[config.mk]
export PLATFORM = sky130hd
export DESIGN_NAME = csfs_mul
export DESIGN_NICKNAME = d
export VERILOG_FILES = /design/src/sv/csfs_pkg.sv /design/src/sv/csfs_mul.sv
export SDC_FILE = /design/constraint.sdc
export NUM_CORES = 2
export LEC_CHECK = 0
export BUFFER_PORTS_ARGS = -buffer_cell sky130_fd_sc_hd__buf_2
export CAP_MARGIN = 10
export CORE_MARGIN = 1.5
export CORE_UTILIZATION = 55
export DETAILED_ROUTE_END_ITERATION = 12
export HOLD_SLACK_MARGIN = 0.03
export PLACE_DENSITY = 0.73
export SYNTH_ARGS = -nofsm -noshare
export SYNTH_HDL_FRONTEND = slang
export SYNTH_SLANG_ARGS = --single-unit
[constraint.sdc]
create_clock -name clk -period 10.2 [get_ports clk]
set_input_delay 2.04 -clock clk [delete_from_list [all_inputs] [get_ports clk]]
set_output_delay 2.04 -clock clk [all_outputs]
set_load 0.005 [all_outputs]
[src/sv/csfs_pkg.sv]
// Shared constants, request types and basis-weight functions of the cubic spline frame sampler.
package csfs_pkg;

	// Default upper bound of the samples taken per curve segment.
	localparam int MAX_SAMPLES_DEF = 16;

	// Datapath widths.
	localparam int PW   = 32;  // Q16.16 coordinate
	localparam int UW   = 16;  // Q2.14 unit-vector component
	localparam int ACCW = 64;  // multiply-accumulate register
	localparam int DNW  = 48;  // divider numerator and quotient
	localparam int DDW  = 32;  // divider denominator
	localparam int CW   = 18;  // basis coefficient

	localparam logic signed [UW-1:0] ONE_Q14 = 16'sd16384;

	// Configuration register indexes.
	localparam logic [0:0] REG_CURVE_KIND = 1'd0;
	localparam logic [0:0] REG_SAMPLES    = 1'd1;
	localparam logic [4:0] SAMPLES_RST    = 5'd8;

	// Result kinds.
	localparam logic [1:0] KIND_POS = 2'd0;
	localparam logic [1:0] KIND_TAN = 2'd1;
	localparam logic [1:0] KIND_NRM = 2'd2;
	localparam logic [1:0] KIND_BIN = 2'd3;

	typedef struct packed {
		logic           start;
		logic [DNW-1:0] num;
		logic [DDW-1:0] den;
	} div_req_t;

	typedef struct packed {
		logic            start;
		logic [ACCW-1:0] rad;
	} sqrt_req_t;

	// Basis weight (deriv = 0) or derivative weight (deriv = 1) of control point p
	// for sample j of s, scaled to integers.
	function automatic logic signed [CW-1:0] basis_coef(input logic bspl, input logic deriv,
		input logic [1:0] p, input logic [4:0] jv, input logic [4:0] sv);
		int j;
		int s;
		int u;
		int r;
		j = int'(jv);
		s = int'(sv);
		u = s - j;
		r = 0;
		if (bspl) begin
			if (!deriv) begin
				case (p)
					2'd0: r = u * u * u;
					2'd1: r = 4 * s * s * s - 6 * j * j * s + 3 * j * j * j;
					2'd2: r = s * s * s + 3 * j * s * s + 3 * j * j * s - 3 * j * j * j;
					default: r = j * j * j;
				endcase
			end else begin
				case (p)
					2'd0: r = -(u * u);
					2'd1: r = -4 * j * s + 3 * j * j;
					2'd2: r = s * s + 2 * j * s - 3 * j * j;
					default: r = j * j;
				endcase
			end
		end else begin
			if (!deriv) begin
				case (p)
					2'd0: r = u * u * u;
					2'd1: r = 3 * j * u * u;
					2'd2: r = 3 * j * j * u;
					default: r = j * j * j;
				endcase
			end else begin
				case (p)
					2'd0: r = -(u * u);
					2'd1: r = u * u - 2 * j * u;
					2'd2: r = 2 * j * u - j * j;
					default: r = j * j;
				endcase
			end
		end
		return CW'(r);
	endfunction

	// Common scale of the position weights.
	function automatic logic [14:0] seg_den(input logic bspl, input logic [4:0] sv);
		int s;
		int r;
		s = int'(sv);
		r = s * s * s;
		if (bspl) begin
			r = 6 * r;
		end
		return 15'(r);
	endfunction

	// Next component index, wrapping z back to x.
	function automatic logic [1:0] nxt3(input logic [1:0] c);
		return (c == 2'd2) ? 2'd0 : c + 2'd1;
	endfunction

endpackage

[src/sv/csfs_mul.sv]
// Shared signed multiplier with a registered product.
module csfs_mul import csfs_pkg::*; (
	input  logic                   clk,
	input  logic signed [PW-1:0]   a,
	input  logic signed [PW-1:0]   b,
	output logic signed [2*PW-1:0] p_q
);

	always_ff @(posedge clk) begin
		p_q <= a * b;
	end

endmodule

==> impl_metrics.tcl <==
set metrics [dict create \
    result_of_the_run "complete, no violations" \
    synthFlopType "sky130_fd_sc_hd__dfxtp_1" \
    final.min_clock_period_ns 9.86 \
    drt_wl_total_um 96700 \
    grt_setup_unrepaired "no" \
    sequential_share_of_the_synthesized_area_pct 3.44 \
    maxCapViolations 0 \
    grt_pass1_wl_um 160000 \
    synth_largest_area_cell "sky130_fd_sc_hd__fa_1" \
    count_of_instances_resized_after_the_clock_tree_is_built 0 \
    netlist-cell-type-count 63 \
    share_of_layout_cells_above_drive_strength_1_pct 7.01 \
    gr-usage-all-layers_pct 30.1 \
    std_cell_rows 95 \
    nets 5264 \
    timing.critical_path.from_type "primary input" \
    post-cts-setup-buffers 0 \
    slew-limit-headroom_pct 49.1 \
    drc 0 \
    syn_nets 5215 \
    max_freq_mhz 101 \
    cts_root_buf "sky130_fd_sc_hd__clkbuf_16" \
    routed_wire_length_per_instance_um 20.1 \
    cp_data_required_time_ns 10.53 \
    clkSinkCount 64 \
    timing_worst_setup_path_type "in2reg" \
    total_clock_buffers_created_by_cts 9 \
    detail-route-antenna-nets 0 \
    cts_tree "built" \
    grt_pass1_vias 28900 \
    synth_warnings 0 \
    worst_setup_path_end_kind "flop" \
    firstDrtPassIters 5 \
    port_buffers 128 \
    layout.filler_cells 5709 \
    viasPerCell 5.40 \
    hold_buffers 0 \
    fp.dieH_um 263 \
    core_area_um2 67000 \
    die_area_um2 69300 \
    final_cycle_share_pct 96.7 \
    mappedNetlistArea_um2 37200 \
    drt_iter0_drc 1686 \
    worst_pin_slew_ns 0.758 \
    postSynthCellCount 3884 \
    grt_start_max_net_pins 33 \
    gp_congestion 0.954 \
    cts.clk_slew.worst_paths_ns 0.07 \
    largestRegisters "p_q x64" \
    most-common-layout-cells "sky130_fd_sc_hd__fa_1, sky130_fd_sc_hd__inv_1, sky130_fd_sc_hd__and2_1" \
    synth-seq-cells 64 \
    worst-path-max-fanout 16 \
    timing.final.max_slew_violations 0 \
    initial_utilization_pct 55.6 \
    hold_violations 0 \
    dp.final_hpwl_um 82700 \
    boundaryPins 129 \
    async_reset_ff_share_pct 0 \
    synth_top_area_share_pct 58.2 \
    h-tree-depth 3 \
    worstHoldPathType "in2reg" \
    synth_edf_count 0 \
    most_common_cell_after_layout_fill_and_taps_aside "sky130_fd_sc_hd__fa_1" \
    vias_after_detailed_routing 26000 \
    ctsLongestPathBuffers 2 \
    post_synth.cell_area_avg_um2 9.59 \
    die_w_um 263 \
    number_of_antenna_violations_at_the_first_check_in_global_routing 12 \
    layout_overhead_on_the_synthesized_area_pct 5.95 \
    timing.critical_path.arrival_ns 10.19 \
    largest-register "p_q" \
    total_setup_violations_reported_at_the_end_of_the_flow 0 \
    setup_total_negative_slack_ns 0 \
    overflow 0 \
    largest_reg_flops 64 \
    ys_top_cells_by_area "sky130_fd_sc_hd__fa_1, sky130_fd_sc_hd__inv_1, sky130_fd_sc_hd__and2_1" \
]
==> routing by layer <==
layer / vias to the layer above / wire length [µm] / track usage (%)
met4: 22 / 3500 / 10.5
met5: - / 144 / 0
met1: 13500 / 38500 / 39.9
met3: 224 / 8230 / 7.29
li1: 11100 / - / -
met2: 1093 / 46400 / 48.6
==> metrics by stage <==
stage / util (%) / hold WS, ns / instances / worst slack, ns / cell area (µm²)
CTS: 58.8 / 2.11 / 4810 / 0.180 / 39400
finish: 58.9 / 2.13 / 4814 / 0.341 / 39500
floorplan: - / 2.17 / 3884 / 0.899 / 37200
global placement: 58.3 / 2.42 / 4794 / -0.184 / 39100
global route: 58.9 / 2.13 / 4812 / 0.0419 / 39500
detailed placement: 58.3 / 2.41 / 4794 / -0.221 / 39100
==> critical path, cell delays in order <==
cell and delay [ns]:
sky130_fd_sc_hd__buf_2 0.38, sky130_fd_sc_hd__buf_4 0.28, sky130_fd_sc_hd__nand2_1 0.10, sky130_fd_sc_hd__fa_1 0.51, sky130_fd_sc_hd__inv_1 0.06, sky130_fd_sc_hd__fa_1 0.44
sky130_fd_sc_hd__fa_1 0.49, sky130_fd_sc_hd__inv_1 0.05, sky130_fd_sc_hd__fa_1 0.47, sky130_fd_sc_hd__inv_1 0.05, sky130_fd_sc_hd__fa_1 0.50, sky130_fd_sc_hd__inv_1 0.06
sky130_fd_sc_hd__fa_1 0.53, sky130_fd_sc_hd__inv_1 0.05, sky130_fd_sc_hd__fa_1 0.49, sky130_fd_sc_hd__fa_1 0.42, sky130_fd_sc_hd__ha_1 0.43, sky130_fd_sc_hd__nand4_1 0.40
sky130_fd_sc_hd__nor2_1 0.26, sky130_fd_sc_hd__nor3_2 0.11, sky130_fd_sc_hd__o21ai_0 0.41, sky130_fd_sc_hd__a21oi_1 0.23, sky130_fd_sc_hd__buf_4 0.20, sky130_fd_sc_hd__o211ai_1 0.43
sky130_fd_sc_hd__buf_4 0.22, sky130_fd_sc_hd__a31oi_1 0.12, sky130_fd_sc_hd__o31ai_1 0.27, sky130_fd_sc_hd__xor2_1 0.18
==> synth_stat cells (2+ instances only) <==
cell,count
sky130_fd_sc_hd__nor2_1,42
sky130_fd_sc_hd__and3_1,7
sky130_fd_sc_hd__nor2b_1,3
sky130_fd_sc_hd__nand2b_1,9
sky130_fd_sc_hd__a21boi_0,3
sky130_fd_sc_hd__inv_1,952
sky130_fd_sc_hd__xnor2_1,53
sky130_fd_sc_hd__o31ai_1,6
sky130_fd_sc_hd__buf_1,2
sky130_fd_sc_hd__clkbuf_1,195
sky130_fd_sc_hd__dfxtp_1,64
sky130_fd_sc_hd__o21bai_1,15
sky130_fd_sc_hd__o22a_1,2
sky130_fd_sc_hd__fa_1,1082
sky130_fd_sc_hd__o21ai_0,28
sky130_fd_sc_hd__nand4_1,7
sky130_fd_sc_hd__a21o_2,2
sky130_fd_sc_hd__a211oi_2,3
sky130_fd_sc_hd__and2_1,516
sky130_fd_sc_hd__or3_1,4
sky130_fd_sc_hd__nand3_1,15
sky130_fd_sc_hd__o21a_1,4
sky130_fd_sc_hd__nor3_1,6
sky130_fd_sc_hd__o21ai_2,2
sky130_fd_sc_hd__o211ai_1,3
sky130_fd_sc_hd__ha_1,184
sky130_fd_sc_hd__a21oi_1,68
sky130_fd_sc_hd__xor2_1,22
sky130_fd_sc_hd__a211oi_1,4
sky130_fd_sc_hd__nand2_1,511
sky130_fd_sc_hd__a31oi_1,12
sky130_fd_sc_hd__a21o_1,23
sky130_fd_sc_hd__and4_1,3
sky130_fd_sc_hd__buf_2,3
==> final timing paths <==
check / from / to / slack (ns) / depth (start not counted)
setup / recovery: b[9] / p_q[62] / 0.34 / 28
hold / removal: a[0] / p_q[0] / 2.13 / 2
==> cell type report <==
class	instances	area, µm²	area share [%]
multi-input cells	2668	31600	80.2
inverters	952	3570	9.06
repair buffers	238	1550	3.94
flip-flops and latches	64	1280	3.25
well taps	873	1090	2.77
clock buffers	11	233	0.590
clock inverters	5	81.3	0.206
diodes	3	7.51	0.0190
==> kinds of logic (layout without fill, tap and decap cells) <==
| kind of cell | after synthesis | after routing | share of synthesized area, % |
|---|---|---|---|
| compound gates | 193 | 193 | 3.46 |
| xor+xnor | 75 | 75 | 1.76 |
| fa+ha+maj | 1266 | 1266 | 64.3 |
| buf+inv | 1152 | 1206 | 11.6 |
| flops | 64 | 64 | 3.44 |
| other cells | 0 | 3 | 0 |
| simple gates | 1134 | 1134 | 15.4 |
Power is not shown: default switching activity piles up to over one toggle a cycle in this logic, so the estimate is an artifact.
