$ cat src/sv/csfs_pkg.sv
// Shared constants, request types and basis-weight functions of the cubic spline frame sampler.
package csfs_pkg;

	// Default upper bound of the samples taken per curve segment.
	localparam int MAX_SAMPLES_DEF = 16;

	// Datapath widths.
	localparam int PW   = 32;  // Q16.16 coordinate
	localparam int UW   = 16;  // Q2.14 unit-vector component
	localparam int ACCW = 64;  // multiply-accumulate register
	localparam int DNW  = 48;  // divider numerator and quotient
	localparam int DDW  = 32;  // divider denominator
	localparam int CW   = 18;  // basis coefficient

	localparam logic signed [UW-1:0] ONE_Q14 = 16'sd16384;

	// Configuration register indexes.
	localparam logic [0:0] REG_CURVE_KIND = 1'd0;
	localparam logic [0:0] REG_SAMPLES    = 1'd1;
	localparam logic [4:0] SAMPLES_RST    = 5'd8;

	// Result kinds.
	localparam logic [1:0] KIND_POS = 2'd0;
	localparam logic [1:0] KIND_TAN = 2'd1;
	localparam logic [1:0] KIND_NRM = 2'd2;
	localparam logic [1:0] KIND_BIN = 2'd3;

	typedef struct packed {
		logic           start;
		logic [DNW-1:0] num;
		logic [DDW-1:0] den;
	} div_req_t;

	typedef struct packed {
		logic            start;
		logic [ACCW-1:0] rad;
	} sqrt_req_t;

	// Basis weight (deriv = 0) or derivative weight (deriv = 1) of control point p
	// for sample j of s, scaled to integers.
	function automatic logic signed [CW-1:0] basis_coef(input logic bspl, input logic deriv,
		input logic [1:0] p, input logic [4:0] jv, input logic [4:0] sv);
		int j;
		int s;
		int u;
		int r;
		j = int'(jv);
		s = int'(sv);
		u = s - j;
		r = 0;
		if (bspl) begin
			if (!deriv) begin
				case (p)
					2'd0: r = u * u * u;
					2'd1: r = 4 * s * s * s - 6 * j * j * s + 3 * j * j * j;
					2'd2: r = s * s * s + 3 * j * s * s + 3 * j * j * s - 3 * j * j * j;
					default: r = j * j * j;
				endcase
			end else begin
				case (p)
					2'd0: r = -(u * u);
					2'd1: r = -4 * j * s + 3 * j * j;
					2'd2: r = s * s + 2 * j * s - 3 * j * j;
					default: r = j * j;
				endcase
			end
		end else begin
			if (!deriv) begin
				case (p)
					2'd0: r = u * u * u;
					2'd1: r = 3 * j * u * u;
					2'd2: r = 3 * j * j * u;
					default: r = j * j * j;
				endcase
			end else begin
				case (p)
					2'd0: r = -(u * u);
					2'd1: r = u * u - 2 * j * u;
					2'd2: r = 2 * j * u - j * j;
					default: r = j * j;
				endcase
			end
		end
		return CW'(r);
	endfunction

	// Common scale of the position weights.
	function automatic logic [14:0] seg_den(input logic bspl, input logic [4:0] sv);
		int s;
		int r;
		s = int'(sv);
		r = s * s * s;
		if (bspl) begin
			r = 6 * r;
		end
		return 15'(r);
	endfunction

	// Next component index, wrapping z back to x.
	function automatic logic [1:0] nxt3(input logic [1:0] c);
		return (c == 2'd2) ? 2'd0 : c + 2'd1;
	endfunction

endpackage

$ cat src/sv/csfs_sqrt.sv
// Digit-by-digit integer square root, one root bit per cycle.
module csfs_sqrt import csfs_pkg::*; (
	input  logic              clk,
	input  logic              arst_n,
	input  sqrt_req_t         req,
	output logic              done_q,
	output logic [ACCW/2-1:0] root_q
);

	localparam int RW  = ACCW / 2;
	localparam int RCW = $clog2(RW);

	logic            busy_q;
	logic [RCW-1:0]  cnt_q;
	logic [ACCW-1:0] rad_q;
	logic [RW+1:0]   rem_q;
	logic [RW+3:0]   rem_sh;
	logic [RW+3:0]   trial;
	logic [RW+4:0]   diff;

	assign rem_sh = {rem_q, rad_q[ACCW-1:ACCW-2]};
	assign trial  = {2'b00, root_q, 2'b01};
	assign diff   = {1'b0, rem_sh} - {1'b0, trial};

	always_ff @(posedge clk or negedge arst_n) begin
		if (!arst_n) begin
			busy_q <= 1'b0;
			done_q <= 1'b0;
			cnt_q  <= '0;
		end else begin
			done_q <= 1'b0;
			if (req.start) begin
				busy_q <= 1'b1;
				cnt_q  <= RCW'(RW - 1);
			end else if (busy_q) begin
				cnt_q <= cnt_q - 1'b1;
				if (cnt_q == '0) begin
					busy_q <= 1'b0;
					done_q <= 1'b1;
				end
			end
		end
	end

	always_ff @(posedge clk) begin
		if (req.start) begin
			rad_q  <= req.rad;
			rem_q  <= '0;
			root_q <= '0;
		end else if (busy_q) begin
			rad_q <= {rad_q[ACCW-3:0], 2'b00};
			if (!diff[RW+4]) begin
				rem_q  <= diff[RW+1:0];
				root_q <= {root_q[RW-2:0], 1'b1};
			end else begin
				rem_q  <= rem_sh[RW+1:0];
				root_q <= {root_q[RW-2:0], 1'b0};
			end
		end
	end

endmodule

$ cat config.mk
export PLATFORM = sky130hd
export DESIGN_NAME = csfs_sqrt
export DESIGN_NICKNAME = d
export VERILOG_FILES = /design/src/sv/csfs_pkg.sv /design/src/sv/csfs_sqrt.sv
export SDC_FILE = /design/constraint.sdc
export NUM_CORES = 1
export LEC_CHECK = 0
export ABC_AREA = 1
export BUFFER_PORTS_ARGS = -buffer_cell sky130_fd_sc_hd__buf_4
export CORE_ASPECT_RATIO = 1.25
export CORE_MARGIN = 8
export CORE_UTILIZATION = 45
export CTS_BUF_LIST = sky130_fd_sc_hd__clkbuf_2 sky130_fd_sc_hd__clkbuf_4 sky130_fd_sc_hd__clkbuf_8
export CTS_CLUSTER_SIZE = 16
export DETAILED_ROUTE_END_ITERATION = 8
export PLACE_DENSITY_LB_ADDON = 0.12
export SLEW_MARGIN = 20
export SYNTH_ARGS = -nofsm -noshare
export SYNTH_HDL_FRONTEND = slang
export SYNTH_SLANG_ARGS = --single-unit
$ cat constraint.sdc
create_clock -name clk -period 3.65 [get_ports clk]
set_input_delay 0.73 -clock clk [delete_from_list [all_inputs] [get_ports clk]]
set_output_delay 0.73 -clock clk [all_outputs]
set_load 0.01 [all_outputs]
==> results.txt <==
The run finished with clean final reports. The count of maximum capacitance violations came out at 0. Global-route wire length before repair: 36.6 mm. The run gives 7,436 as the via count of the first global-routing pass. Based on the critical path, the design can be clocked at up to 0.371 GHz. The number of gates resized after CTS is 0, and the clock share of power is 18.4%.

The final count of pins violating max slew was 0. The share of synthesized area in the top cell type comes to 23.9%. The initial core utilization was 45.9%; the width of the die was 136 um.

Critical setup path kind: reg -> reg. The pin slew with the least headroom to its limit is 910 ps, and the average size of a mapped cell is 7.07 um2. Ranked by total cell area, the synthesized netlist is headed by edfxtp_1, nand2_1, dfxtp_1, inv_1, ha_1.

Clock tree buffer depth: 2. The run gives 3.54 mW as the switching power. In the synthesized netlist the dominant register cell turns out to be dfxtp_1.

After filler insertion, the fill cell instance count of the layout stands at 1,783. The chip height was 165 um; the insertion delay to the later sink of the worst-skew pair was 450 ps. IR analysis of the VDD net gives a maximum drop of 0.317 mV. The row count is 54. In this run switching power makes up 47.5% of total power. Dividing total power by cell area gives a power density of 794 nW/um2.

Largest fanout on the critical path: 34. The logs give 17 for the number of CTS-inserted buffers and 3.91 mW for the internal power consumption. Summing all multi-input logic gate instances after layout gives 3890 um2. The CTS H-tree depth is 4, and the maximum number of pins on one net before global-route repair is 81. The total number of nets in the final design is 1,327. Adding up every negative setup slack in the final design gives 0 ps.

TritonCTS built the clock tree. The number of enable flip-flop cells after synthesis works out to 64. The required time at the worst-slack endpoint was 3960 ps; the worst path buffer plus inverter count was 1. The first routing iteration left 426 violations. In this run the worst hold path is classified as in -> async. Clock tree root buffer cell: clkbuf_8. The kind of cell with the highest combined delay along the critical path is simple AND/OR/NAND/NOR gates. From synthesis to final layout, the design area changed by 16.9%. After layout, the minimum clock period comes to 2700 ps. The proportion of register bits with asynchronous set or reset after synthesis is 5.11%, and the largest clock skew in the final design is 8.94 ps.

Clock tree synthesis found a total of 137 sinks. After clock tree synthesis, the flow added hold-fix buffers numbering 0. The design draws 7.46 mW.

The largest single stage delay on the critical path is 360 ps. The number of remaining DRC errors is 0. In this run the post-CTS setup repair buffer count came out at 0.

The logs give 4.86 nW for the leakage power and 54.9% for the part of the power in combinational logic. Walking the worst path, the cells encountered are inv_1, ha_1, a21oi_1, nand2_1, a21oi_1, nand3_2, nand2_4, nand2_4, nand2_4, nor2_1, nor2_1, nor2_1. The number of antenna violations at the first check in global routing is 0.

Setup repair after global routing left no endpoint under its margin. The combined area of all synthesized cells is 8040 um2, and the post-detailed-placement half-perimeter wirelength is 16.5 mm. Dividing the final minimum period by the clock period gives 73.9%. Summed over all layers, the routed wires come to 22.1 mm. The critical path crosses 12 cells after its start point. STA classifies the critical path endpoint as a register.

For this design the top-level I/O count stands at 100. The register cell area after layout came out at 3420 um2. STA classifies the critical path startpoint as a register. Headroom to the max-slew limit came out at 39.3%. Clock-pin slew was measured on the worst setup and hold paths at 90 ps. The share of post-route cells with drive strength above 1 was 13.1%.

The sequential-to-total area share from yosys stat is 42.5%. The tools report the total routing usage reported by global routing as 20.4%. Routability-driven placement finished with a final weighted congestion of 0.919. After global routing the overflow that remains totals 0. The number of different library cells used by synthesis comes to 41.

Critical-path cell with the highest stage delay: ha_1. Dividing the detail-routed via count by the number of cells gives 5.00. The floorplan step defined a die boundary enclosing 22,400 um2. The cell count after synthesis came out at 1,136. The number of cells on the worst reg-to-reg path was 12. Dividing the detail-routed wire length by the instance count gives 15.1 um.

Input and output buffers added on the ports amount to 99. The repair_antennas step left the layout with diodes totalling 0. The run gives 0 as the hold violation total from the final report.

The first detailed-routing pass took 5 iterations. Number of synthesized register bits: 137. The total via count in the routed design is 7,310. Summed over all instances, the cell type with the most area after synthesis is edfxtp_1. For the proportion of power drawn by flip-flops and latches, the log shows 26.7%. The run gives 0 as the count of yosys warnings during synthesis. Setup violations remaining at the end of the flow were counted as 0. Once detail routing completed, the nets flagged for antenna violations numbered 0. The number of nets handed over by synthesis was 1,238. The core area is 17,500 um2, and the worst path arrival time is 3010 ps.
==> final timing paths <==
| kind | slack, ps | end | startpoint |
|---|---|---|---|
| worst max-delay path | 950 | rem_q[29] | root_q[17] |
| worst min-delay path | 70 | done_q | arst_n |
| worst max register to register | 950 | rem_q[29] | root_q[17] |
| worst min register to register | 480 | rem_q[7] | rem_q[7] |
| max in group asynchronous | 3450 | cnt_q[3] | arst_n |
| min in group clk | 480 | rem_q[7] | rem_q[7] |
==> per-stage QoR <==
step	instance area, um2	setup WS (ps)	hold WS [ps]	instances	util, %
after floorplan	8040	342	434	1136	-
after global placement	8970	1030	466	1430	51.2
after detailed placement	8970	962	469	1430	51.2
after CTS	9390	947	46.2	1462	53.7
after global routing	9390	709	53.8	1462	53.7
final	9390	952	72.4	1462	53.7
==> metal layers <==
metal  up-vias  GRT usage, %  wire length, um
met5         -             0                0
met4         0          9.51              721
met3        39          4.45             1290
met2       199          33.6            10300
met1      3264          25.1             9700
li1       3808             -                -
==> cells in the mapped netlist, types with 6 or more instances <==
| library cell | n |
|---|---|
| a21oi_1 | 32 |
| nand3_1 | 52 |
| nand4_1 | 26 |
| nor3_1 | 11 |
| ha_1 | 35 |
| inv_1 | 146 |
| xor2_1 | 11 |
| buf_2 | 6 |
| edfxtp_1 | 64 |
| dfxtp_1 | 66 |
| o21bai_1 | 7 |
| nor2_1 | 86 |
| dfrtp_1 | 7 |
| nand2_1 | 462 |
| clkbuf_1 | 26 |
| o211ai_1 | 7 |
| o21ai_0 | 18 |
| o22ai_1 | 31 |
==> kinds of logic after synthesis <==
logic type               Yosys count  synth area share, %
AND/OR/NAND/NOR                  656                 33.4
adder cells (fa/ha/maj)           35                 5.45
AO/OA/AOI/OAI                    105                 7.85
buffers and inverters            187                 9.01
XOR/XNOR                          16                 1.74
flip-flops                       137                 42.5
==> area by class of cell <==
class	count	area share, %
Timing Repair Buffer	109	8.71
Clock buffer	17	2.49
Inverter	148	5.93
Multi-Input combinational cell	812	41.5
Sequential cell	137	36.4
Tap cell	224	2.98
Clock inverter	15	2.03
==> state kept, by name (all words and copies together), names as in the netlist <==
signal / flops
busy_q: 1
rem_q: 34
cnt_q: 5
rad_q: 64
root_q: 32
done_q: 1
==> layout by cell type, fill, tap and decap left out, drive strengths merged, types with 3 or more instances in the layout <==
cell type,Yosys,routed
nand4,26,26
nand2,468,468
clkinv,1,7
o211ai,7,7
bufinv,0,3
xor2,11,11
o22ai,31,31
dfrtp,7,7
ha,35,35
nor3,12,12
dfxtp,66,66
inv,147,151
o21ai,18,18
nand3,53,53
buf,13,109
a21oi,37,37
edfxtp,64,64
o21bai,7,7
nor2,90,90
clkbuf,26,17
xnor2,5,5
==> power by group through the flow <==
stage | Clock [mW] | Combinational, mW | Sequential [mW]
6_report | 1.37 | 4.09 | 1.99
5_1_grt | 1.45 | 4.64 | 2.01
4_1_cts | 1.41 | 4.08 | 1.99
3_5_place_dp | 0 | 4.06 | 2.02
3_3_place_gp | 0 | 4.06 | 2.03
2_1_floorplan | 0 | 3.10 | 1.97
Power figures use the tool's default switching activity.
