`src/sv/csfs_pkg.sv`:
```
// Shared constants, request types and basis-weight functions of the cubic spline frame sampler.
package csfs_pkg;

	// Default upper bound of the samples taken per curve segment.
	localparam int MAX_SAMPLES_DEF = 16;

	// Datapath widths.
	localparam int PW   = 32;  // Q16.16 coordinate
	localparam int UW   = 16;  // Q2.14 unit-vector component
	localparam int ACCW = 64;  // multiply-accumulate register
	localparam int DNW  = 48;  // divider numerator and quotient
	localparam int DDW  = 32;  // divider denominator
	localparam int CW   = 18;  // basis coefficient

	localparam logic signed [UW-1:0] ONE_Q14 = 16'sd16384;

	// Configuration register indexes.
	localparam logic [0:0] REG_CURVE_KIND = 1'd0;
	localparam logic [0:0] REG_SAMPLES    = 1'd1;
	localparam logic [4:0] SAMPLES_RST    = 5'd8;

	// Result kinds.
	localparam logic [1:0] KIND_POS = 2'd0;
	localparam logic [1:0] KIND_TAN = 2'd1;
	localparam logic [1:0] KIND_NRM = 2'd2;
	localparam logic [1:0] KIND_BIN = 2'd3;

	typedef struct packed {
		logic           start;
		logic [DNW-1:0] num;
		logic [DDW-1:0] den;
	} div_req_t;

	typedef struct packed {
		logic            start;
		logic [ACCW-1:0] rad;
	} sqrt_req_t;

	// Basis weight (deriv = 0) or derivative weight (deriv = 1) of control point p
	// for sample j of s, scaled to integers.
	function automatic logic signed [CW-1:0] basis_coef(input logic bspl, input logic deriv,
		input logic [1:0] p, input logic [4:0] jv, input logic [4:0] sv);
		int j;
		int s;
		int u;
		int r;
		j = int'(jv);
		s = int'(sv);
		u = s - j;
		r = 0;
		if (bspl) begin
			if (!deriv) begin
				case (p)
					2'd0: r = u * u * u;
					2'd1: r = 4 * s * s * s - 6 * j * j * s + 3 * j * j * j;
					2'd2: r = s * s * s + 3 * j * s * s + 3 * j * j * s - 3 * j * j * j;
					default: r = j * j * j;
				endcase
			end else begin
				case (p)
					2'd0: r = -(u * u);
					2'd1: r = -4 * j * s + 3 * j * j;
					2'd2: r = s * s + 2 * j * s - 3 * j * j;
					default: r = j * j;
				endcase
			end
		end else begin
			if (!deriv) begin
				case (p)
					2'd0: r = u * u * u;
					2'd1: r = 3 * j * u * u;
					2'd2: r = 3 * j * j * u;
					default: r = j * j * j;
				endcase
			end else begin
				case (p)
					2'd0: r = -(u * u);
					2'd1: r = u * u - 2 * j * u;
					2'd2: r = 2 * j * u - j * j;
					default: r = j * j;
				endcase
			end
		end
		return CW'(r);
	endfunction

	// Common scale of the position weights.
	function automatic logic [14:0] seg_den(input logic bspl, input logic [4:0] sv);
		int s;
		int r;
		s = int'(sv);
		r = s * s * s;
		if (bspl) begin
			r = 6 * r;
		end
		return 15'(r);
	endfunction

	// Next component index, wrapping z back to x.
	function automatic logic [1:0] nxt3(input logic [1:0] c);
		return (c == 2'd2) ? 2'd0 : c + 2'd1;
	endfunction

endpackage

```
`src/sv/csfs_div.sv`:
```
// Restoring unsigned divider that retires one quotient bit per cycle.
module csfs_div import csfs_pkg::*; (
	input  logic           clk,
	input  logic           arst_n,
	input  div_req_t       req,
	output logic           done_q,
	output logic [DNW-1:0] quo_q
);

	localparam int NCW = $clog2(DNW);

	logic           busy_q;
	logic [NCW-1:0] cnt_q;
	logic [DNW-1:0] num_q;
	logic [DDW-1:0] den_q;
	logic [DDW-1:0] rem_q;
	logic [DDW:0]   rem_sh;
	logic [DDW+1:0] diff;

	assign rem_sh = {rem_q, num_q[DNW-1]};
	assign diff   = {1'b0, rem_sh} - {2'b00, den_q};

	always_ff @(posedge clk or negedge arst_n) begin
		if (!arst_n) begin
			busy_q <= 1'b0;
			done_q <= 1'b0;
			cnt_q  <= '0;
		end else begin
			done_q <= 1'b0;
			if (req.start) begin
				busy_q <= 1'b1;
				cnt_q  <= NCW'(DNW - 1);
			end else if (busy_q) begin
				cnt_q <= cnt_q - 1'b1;
				if (cnt_q == '0) begin
					busy_q <= 1'b0;
					done_q <= 1'b1;
				end
			end
		end
	end

	always_ff @(posedge clk) begin
		if (req.start) begin
			num_q <= req.num;
			den_q <= req.den;
			rem_q <= '0;
		end else if (busy_q) begin
			num_q <= {num_q[DNW-2:0], 1'b0};
			quo_q <= {quo_q[DNW-2:0], ~diff[DDW+1]};
			rem_q <= diff[DDW+1] ? rem_sh[DDW-1:0] : diff[DDW-1:0];
		end
	end

endmodule

```
`config.mk`:
```
export PLATFORM = sky130hd
export DESIGN_NAME = csfs_div
export DESIGN_NICKNAME = d
export VERILOG_FILES = /design/src/sv/csfs_pkg.sv /design/src/sv/csfs_div.sv
export SDC_FILE = /design/constraint.sdc
export NUM_CORES = 1
export LEC_CHECK = 0
export ABC_CLOCK_PERIOD_IN_PS = 8090
export BUFFER_PORTS_ARGS = -buffer_cell sky130_fd_sc_hd__clkbuf_2
export CELL_PAD_IN_SITES_DETAIL_PLACEMENT = 2
export CELL_PAD_IN_SITES_GLOBAL_PLACEMENT = 2
export CORE_ASPECT_RATIO = 1.75
export CORE_MARGIN = 2
export CORE_UTILIZATION = 40
export CTS_CLUSTER_SIZE = 8
export DETAILED_ROUTE_END_ITERATION = 6
export GPL_TIMING_DRIVEN = 0
export PLACE_DENSITY = 0.93
export SLEW_MARGIN = 20
export SYNTH_ARGS = -nofsm -noshare
export SYNTH_HDL_FRONTEND = slang
export SYNTH_SLANG_ARGS = --single-unit
export TNS_END_PERCENT = 30
```
`constraint.sdc`:
```
create_clock -name clk -period 8.09 [get_ports clk]
set_input_delay 0.4045 -clock clk [delete_from_list [all_inputs] [get_ports clk]]
set_output_delay 0.4045 -clock clk [all_outputs]
set_load 0.005 [all_outputs]
```
==> out/summary.log, run 1 <==
[route] mean routed wirelength per cell 21.9 µm
[yosys] Top FF cell, synth sky130_fd_sc_hd__edfxtp_1
[yosys] area share of fa/ha/maj cells after synthesis 0.0556
[finish] most used cells in the layout excluding fill and tap cells 131 x sky130_fd_sc_hd__clkbuf_2, 128 x sky130_fd_sc_hd__edfxtp_1, 47 x sky130_fd_sc_hd__mux2_2
[grt] first-pass GRT wire length 36300 µm
[yosys] Synth Area in Compound Gates 0.112
[clock_tree] clock tree from TritonCTS done
[grt] initial antenna violation count 0
[sta] final worst clock skew 0.0113 ns
[route] per-cell via count in the routed design 5.46
[yosys] post-synthesis instance area 8020 µm²
[grt] aggregate global-route resource usage 0.225
[sta] number of max-slew violations in the final report 0
[clock_tree] clock latency on the worst-skew pair 0.44 ns
[clock_tree] buffers inserted by post-CTS timing repair 0
[yosys] synth unique cells 62
[route] DRC viols 0
[sta] Relative slew margins 0.328
[route] overall routed net length 23000 µm
[yosys] number of enable flip-flop cells after synthesis 128
[worst_setup_path] kind of critical path reg2reg
[sta] setup repair after global routing missed its margin false
[finish] most common library cell in the layout ignoring fill and taps sky130_fd_sc_hd__clkbuf_2
[floorplan] DIE AREA 21200 µm²
[finish] area growth from synthesis to final layout 19.1%
[clock_tree] CTS max path bufs 2
[finish] Layout Nets 908
[route] number of design-rule violations left by the first detailed-router iteration 207
[finish] proportion of layout cells with a drive suffix above 1 0.280
[route] count of vias placed by the detailed router 5723
[run_status] result of the run completed
[route] count of nets left with antenna violations after detail routing 0
[finish] Layout fillers 2035
[finish] ANT cells 0
[min_path] hold crit path type in2reg
[grt] global route total overflow 0
[grt] number of global-route vias before repair 6598
[sta] Hold Vio Cnt, Final 0
[clock_tree] # clock sinks 168
[placed_design] Placer Congestion 0.836
[yosys] fraction of synthesized area in multiplexers 0.0955
[placed_design] DP Wirelength 16700 µm
[sta] minimum clock period after layout 3.53 ns
[sta] period utilization 0.436
[clock_tree] number of levels in the clock H-tree 4
[clock_tree] Clock Pin Slew Worst Setup and Hold Paths 0.07 ns
[placed_design] IO buf count 131
[yosys] largest family of logic cells by synthesized area compound AO/OA/AOI/OAI gates
[yosys] simple logic cell fraction of the synthesized area 0.0826
[clock_tree] hold-fix buffer count after cts 1
[yosys] post-synthesis register bit count 168
[floorplan] core outline area 19700 µm²
[yosys] synthesized net count 756
[sta] maximum frequency from static timing analysis 283 MHz
[run] max-cap viol count 0
[worst_setup_path] arrival time reported for the critical path endpoint 3.88 ns
[worst_setup_path] crit path max fanout 5
[floorplan] initial standard-cell utilization of the core 0.406
[yosys] Synth Area in XOR/XNOR 0.0328
[sta] Total Negative Setup Slacks 0 ns
[worst_setup_path] Critical Path Source Type flip-flop
[floorplan] IO Pins 132
[grt] pin count of the biggest net entering global routing 58
[worst_setup_path] kind of end point of the critical path flip-flop
[power] cell leakage power 3.89 nW
[yosys] synthesis warning total 0
[sta] Post-Route Hold Slack 0.137 ns
[yosys] share of synthesized flip-flops with an asynchronous set or reset 0.0476
[power] Max rail drop VDD 0.168 mV
[power] power per cell area 205 nW/µm²
[worst_setup_path] CP Data Required Time 8.44 ns
[clock_tree] Clk Tree Root Cell sky130_fd_sc_hd__clkbuf_16
[yosys] cells after synthesis 638
[floorplan] die boundary width 111 µm
[sta] Worst Max-Slew Pin Slew 1.01 ns
[clock_tree] TritonCTS Buffers 17
[yosys] sequential cell area fraction in the yosys report 0.584
[floorplan] Chip Height 191 µm
[clock_tree] post-CTS resize count 0
[sta] final number of setup-violating endpoints 0
[floorplan] num rows 68
[yosys] per-instance average area after synthesis 12.6 µm²
[route] TritonRoute pass-1 iters 4
## per-layer routing
layer | track usage | up-vias | part of all wire
li1 | - | 2656 | -
met1 | 0.220 | 2856 | 0.36
met2 | 0.443 | 161 | 0.57
met3 | 0.0526 | 50 | 0.040
met4 | 0.101 | 0 | 0.035
met5 | 0 | - | 0
## sequential cells by signal, indices dropped and copies added (netlist names)
name and count:
num_q 48, cnt_q 6, done_q 1, rem_q 32
quo_q 48, den_q 32, busy_q 1
## critical path, cell delays in order, from the launching register on
cell and delay [ns]:
sky130_fd_sc_hd__edfxtp_1 0.38, sky130_fd_sc_hd__inv_1 0.09, sky130_fd_sc_hd__ha_1 0.19, sky130_fd_sc_hd__inv_1 0.06, sky130_fd_sc_hd__fa_1 0.43, sky130_fd_sc_hd__a211o_1 0.36, sky130_fd_sc_hd__a21oi_1 0.29, sky130_fd_sc_hd__o21ai_1 0.26
sky130_fd_sc_hd__a21oi_2 0.33, sky130_fd_sc_hd__a21oi_1 0.14, sky130_fd_sc_hd__o21ai_1 0.18, sky130_fd_sc_hd__a21oi_1 0.09, sky130_fd_sc_hd__a311o_1 0.36, sky130_fd_sc_hd__a311oi_1 0.28
## where the power goes
| group | total, mW | switching, mW | leakage [nW] | internal, mW |
|---|---|---|---|---|
| clock network | 0.771 | 0.341 | 0.252 | 0.430 |
| registers | 1.01 | 0.0236 | 1.64 | 0.990 |
| logic | 0.171 | 0.0934 | 2.00 | 0.0776 |
| total | 1.96 | 0.458 | 3.89 | 1.50 |
## cells in the mapped netlist (all sizes together), types with 3 or more instances
cell	n	area share
nor2b	3	0.0023
nor3	9	0.0056
nor2	41	0.020
o21a	5	0.0047
a21oi	32	0.021
a21o	8	0.0084
o21ai	23	0.014
xnor2	20	0.022
buf	8	0.0081
and3	4	0.0037
ha	34	0.053
dfxtp	32	0.080
a311o	4	0.0050
a311oi	3	0.0033
edfxtp	128	0.48
o211ai	5	0.0047
nand3	8	0.0050
mux2	49	0.069
xor2	10	0.011
a31oi	3	0.0023
nand4	5	0.0039
clkbuf	14	0.0066
o21bai	7	0.0066
a21boi	4	0.0042
mux2i	21	0.026
inv	47	0.023
nand2b	9	0.0070
nand2	41	0.019
dfrtp	8	0.025
nor3b	3	0.0028
o2111ai	3	0.0033
and2	6	0.0047
a211oi	21	0.020
## kinds of logic (layout without fill, tap and decap cells)
kind of cell    Yosys count  in the layout
fa+ha+maj                35             35
simple gates            138            138
flops                   168            168
xor+xnor                 30             30
compound gates          128            128
buf+inv                  69            234
mux                      70             70
## worst paths after layout
check / startpoint / to / slack [ns] / depth (start not counted)
min in group asynchronous: arst_n / cnt_q[1] / 0.38 / 2
max reg2reg: num_q[47] / rem_q[24] / 4.56 / 13
min: req[6] / den_q[6] / 0.14 / 1
max in group asynchronous: arst_n / cnt_q[4] / 7.53 / 2
min reg2reg: quo_q[46] / quo_q[47] / 0.46 / 0
max: num_q[47] / rem_q[24] / 4.56 / 13
## cell type report
type	instances	area, µm²	share of cell area
flip-flops and latches	168	4680	0.491
multi-input cells	401	3030	0.317
repair buffers	133	686	0.0718
clock buffers	24	462	0.0483
well taps	245	307	0.0321
inverters	47	184	0.0193
plain buffers	22	121	0.0127
clock inverters	8	75.1	0.00786
## metrics by stage
step | worst slack (ns) | cell area (µm²) | utilization | std cells | power, mW
final | 4.56 | 9550 | 0.484 | 1048 | 1.96
after CTS | 4.57 | 9550 | 0.484 | 1048 | 1.98
after detailed placement | 4.59 | 9000 | 0.456 | 1015 | 1.20
after global routing | 4.38 | 9550 | 0.484 | 1048 | 2.03
after global placement | 3.47 | 8980 | 0.455 | 1014 | 1.18
after floorplan | 5.26 | 8020 | - | 638 | 1.12
Note: power is estimated with default switching activity, not from simulation.
==> run 2: changes to the inputs <==
--- a/config.mk
+++ b/config.mk
@@ -5,17 +5,17 @@
 export SDC_FILE = /design/constraint.sdc
 export NUM_CORES = 1
 export LEC_CHECK = 0
-export ABC_CLOCK_PERIOD_IN_PS = 8090
+export ABC_CLOCK_PERIOD_IN_PS = 2900
 export BUFFER_PORTS_ARGS = -buffer_cell sky130_fd_sc_hd__clkbuf_2
 export CELL_PAD_IN_SITES_DETAIL_PLACEMENT = 2
 export CELL_PAD_IN_SITES_GLOBAL_PLACEMENT = 2
 export CORE_ASPECT_RATIO = 1.75
 export CORE_MARGIN = 2
-export CORE_UTILIZATION = 40
+export CORE_UTILIZATION = 34
 export CTS_CLUSTER_SIZE = 8
 export DETAILED_ROUTE_END_ITERATION = 6
 export GPL_TIMING_DRIVEN = 0
-export PLACE_DENSITY = 0.93
+export PLACE_DENSITY = 0.85
 export SLEW_MARGIN = 20
 export SYNTH_ARGS = -nofsm -noshare
 export SYNTH_HDL_FRONTEND = slang
==> constraint.sdc (replaced) <==
create_clock -name clk -period 2.9 [get_ports clk]
set_input_delay 0.145 -clock clk [delete_from_list [all_inputs] [get_ports clk]]
set_output_delay 0.145 -clock clk [all_outputs]
set_load 0.005 [all_outputs]
==> out/summary.log, run 2 (synthesized netlist as in run 1, its figures left out) <==
[sta] minimum clock period after layout 3.03 ns [-0.502 ns]
[sta] final number of setup-violating endpoints 21 [+21]
[route] count of nets left with antenna violations after detail routing 0 [unchanged]
[grt] pin count of the biggest net entering global routing 58 [unchanged]
[clock_tree] number of levels in the clock H-tree 4 [unchanged]
[placed_design] DP Wirelength 15900 µm [-4.4%]
[clock_tree] clock tree from TritonCTS done
[power] power per cell area 535 nW/µm² [+160%]
[clock_tree] Clk Tree Root Cell sky130_fd_sc_hd__clkbuf_16
[power] cell leakage power 4.36 nW [+12%]
[grt] number of global-route vias before repair 7040 [+6.7%]
[finish] most used cells in the layout excluding fill and tap cells 131 x sky130_fd_sc_hd__clkbuf_2, 128 x sky130_fd_sc_hd__edfxtp_1, 67 x sky130_fd_sc_hd__dlygate4sd3_1
[floorplan] Chip Height 207 µm [+8.3%]
[floorplan] num rows 74 [+8.8%]
[sta] number of max-slew violations in the final report 0 [unchanged]
[floorplan] die boundary width 120 µm [+8.2%]
[worst_setup_path] critical path, cell by cell inv_2 > ha_4 > inv_2 > fa_2 > a211o_1 > a21oi_4 > o21ai_4 > a21oi_4 > o21ai_2 > o41ai_2 > xnor2_1 > nand3_1 > o211ai_1
[clock_tree] TritonCTS Buffers 17 [unchanged]
[route] DRC viols 0 [unchanged]
[sta] Relative slew margins 0.308 [-0.0197]
[grt] initial antenna violation count 1 [+1]
[finish] proportion of layout cells with a drive suffix above 1 0.343 [+0.0625]
[route] per-cell via count in the routed design 5.11 [-6.5%]
[sta] Worst Max-Slew Pin Slew 1.04 ns [+0.0295 ns]
[finish] Top Registers num_q (48), quo_q (48)
[finish] most common library cell in the layout ignoring fill and taps sky130_fd_sc_hd__clkbuf_2
[min_path] hold-critical path depth 2 [+1]
[min_path] worst hold path endpoint num_q[21]
[floorplan] IO Pins 132 [unchanged]
[placed_design] DP Area 9080 µm² [+0.82%]
[route] TritonRoute pass-1 iters 4 [unchanged]
[worst_setup_path] end of the worst register-to-register path rem_q[30]
[clock_tree] clock latency on the worst-skew pair 0.45 ns [about the same]
[sta] setup repair after global routing missed its margin true
[worst_setup_path] kind of end point of the critical path flip-flop
[sta] final worst clock skew 0.0160 ns [+0.00471 ns]
[route] mean routed wirelength per cell 22.8 µm [+4.2%]
[finish] area growth from synthesis to final layout 36.5%
[worst_setup_path] launch point of the worst reg-to-reg path num_q[47]
[grt] aggregate global-route resource usage 0.215 [-0.0100]
[worst_setup_path] Reg2Reg Setup Slack -0.13 ns [-4.69 ns]
[sta] period utilization 1.04 [+0.608]
[finish] Layout fillers 2269 [+11%]
[finish] Layout Nets 992 [+9.3%]
[placed_design] IO buf count 131 [unchanged]
[worst_setup_path] kind of cell adding the most delay to the critical path compound AO/OA/AOI/OAI gates
[worst_setup_path] CP Data Required Time 3.26 ns [-5.18 ns]
[finish] post-route insts no fill 1192 [+14%]
[placed_design] number of placed cells counting well taps 1074 [+5.8%]
[worst_setup_path] slowest stage cell, crit path sky130_fd_sc_hd__edfxtp_1
[worst_setup_path] worst stage delay on the critical path 0.40 ns [-0.03 ns]
[sta] Total Negative Setup Slacks -1.03 ns [-1.03 ns]
[run_status] result of the run finished with violations
[grt] global route total overflow 0 [unchanged]
[floorplan] core outline area 23200 µm² [+18%]
[sta] maximum frequency from static timing analysis 330 MHz [+17%]
[finish] share of the core filled with cells in the final layout 0.471 [-0.0127]
[min_path] Hold Crit Start req[53]
[placed_design] Placer Congestion 0.827 [-1.1%]
[floorplan] initial standard-cell utilization of the core 0.345 [-0.0612]
[worst_setup_path] Critical Path Source Type flip-flop
[sta] Hold Vio Cnt, Final 0 [unchanged]
[clock_tree] # clock sinks 168 [unchanged]
[route] number of design-rule violations left by the first detailed-router iteration 257 [+24%]
[finish] final cell area excluding filler cells 10900 µm² [+15%]
[sta] fin worst setup slack -0.127 ns [-4.69 ns]
[route] overall routed net length 27200 µm [+19%]
[floorplan] DIE AREA 24900 µm² [+17%]
[run_status] violations in the final reports setup timing
[grt] first-pass GRT wire length 40200 µm [+11%]
[min_path] hold crit path type in2reg
[worst_setup_path] arrival time reported for the critical path endpoint 3.39 ns [-0.49 ns]
[run] max-cap viol count 0 [unchanged]
[worst_setup_path] R2R cell count 13 [unchanged]
[worst_setup_path] combined buffer and inverter count along the critical path 2 [unchanged]
[clock_tree] Clock Pin Slew Worst Setup and Hold Paths 0.08 ns [about the same]
[clock_tree] CTS max path bufs 2 [unchanged]
[route] count of vias placed by the detailed router 6086 [+6.3%]
[power] Max rail drop VDD 0.362 mV [+120%]
[worst_setup_path] crit path max fanout 5 [unchanged]
[worst_setup_path] kind of critical path reg2reg
-- run 2: cell count changes in the layout (fill, tap and decap cells not counted), sizes merged --
cell,previous run,this run
dlygate4sd3,1,67
buf,9,26
inv,47,52
clkinvlp,3,0
bufinv,1,0
diode,0,1
-- run 2: area by class of cell --
class,count,area (µm²),share of cell area
Antenna cell,1,2.50,0.000229
Buffer,21,124,0.0113
Clock buffer,24,536,0.0489
Clock inverter,8,71.3,0.00651
Inverter,47,189,0.0173
Multi-Input combinational cell,401,3450,0.315
Sequential cell,168,4690,0.428
Tap cell,304,380,0.0347
Timing Repair Buffer,217,1500,0.137
Timing Repair inverter,1,8.76,0.000800
-- run 2: repair_timing --
action,in CTS,in global routing
pin swaps,25,33
hold endpoints to repair,74,0
buffers inserted,8,10
cloned,0,2
endpoints found under the setup margin,33,32
resized for setup,25,57
hold buffers,67,0
-- run 2: layer usage --
metal / vias up / wire length [µm] / global-route usage
li1: 2827 / - / -
met1: 3058 / 9480 / 0.208
met2: 154 / 16200 / 0.434
met3: 47 / 803 / 0.0366
met4: 0 / 748 / 0.0840
met5: - / 0 / 0
-- run 2: worst max-delay path by stage --
stage	from	to	cells after the start
final	num_q[47]	rem_q[30]	13
after global routing	num_q[47]	rem_q[30]	13
after CTS	num_q[47]	rem_q[24]	13
after detailed placement	num_q[47]	rem_q[24]	13
after global placement	req[80]	rem_q[19]	7
after floorplan	num_q[47]	rem_q[24]	13
-- run 2: metrics by stage --
step	power [mW]	setup WS, ns	hold slack [ns]
2_1_floorplan	3.13	0.141	-0.151
3_3_place_gp	3.30	-1.37	0.00339
3_5_place_dp	3.33	-0.473	0.00850
4_1_cts	5.78	-0.0858	0.000877
5_1_grt	6.05	-0.260	0.0104
6_report	5.86	-0.127	0.00940
-- run 2: worst reg2reg max path: cells and delay by family, from the launching register on --
family / cells / cell delay (ns)
buffers and inverters: 2 / 0.14
adder cells (fa/ha/maj): 2 / 0.50
XOR/XNOR: 1 / 0.16
AND/OR/NAND/NOR: 1 / 0.09
flip-flops: 1 / 0.40
AO/OA/AOI/OAI: 7 / 1.64
-- run 2: power by group --
group	total, mW	switching, mW	internal, mW
Sequential	2.84	0.0755	2.76
Combinational	0.642	0.331	0.311
Clock	2.38	1.06	1.32
Total	5.86	1.47	4.39
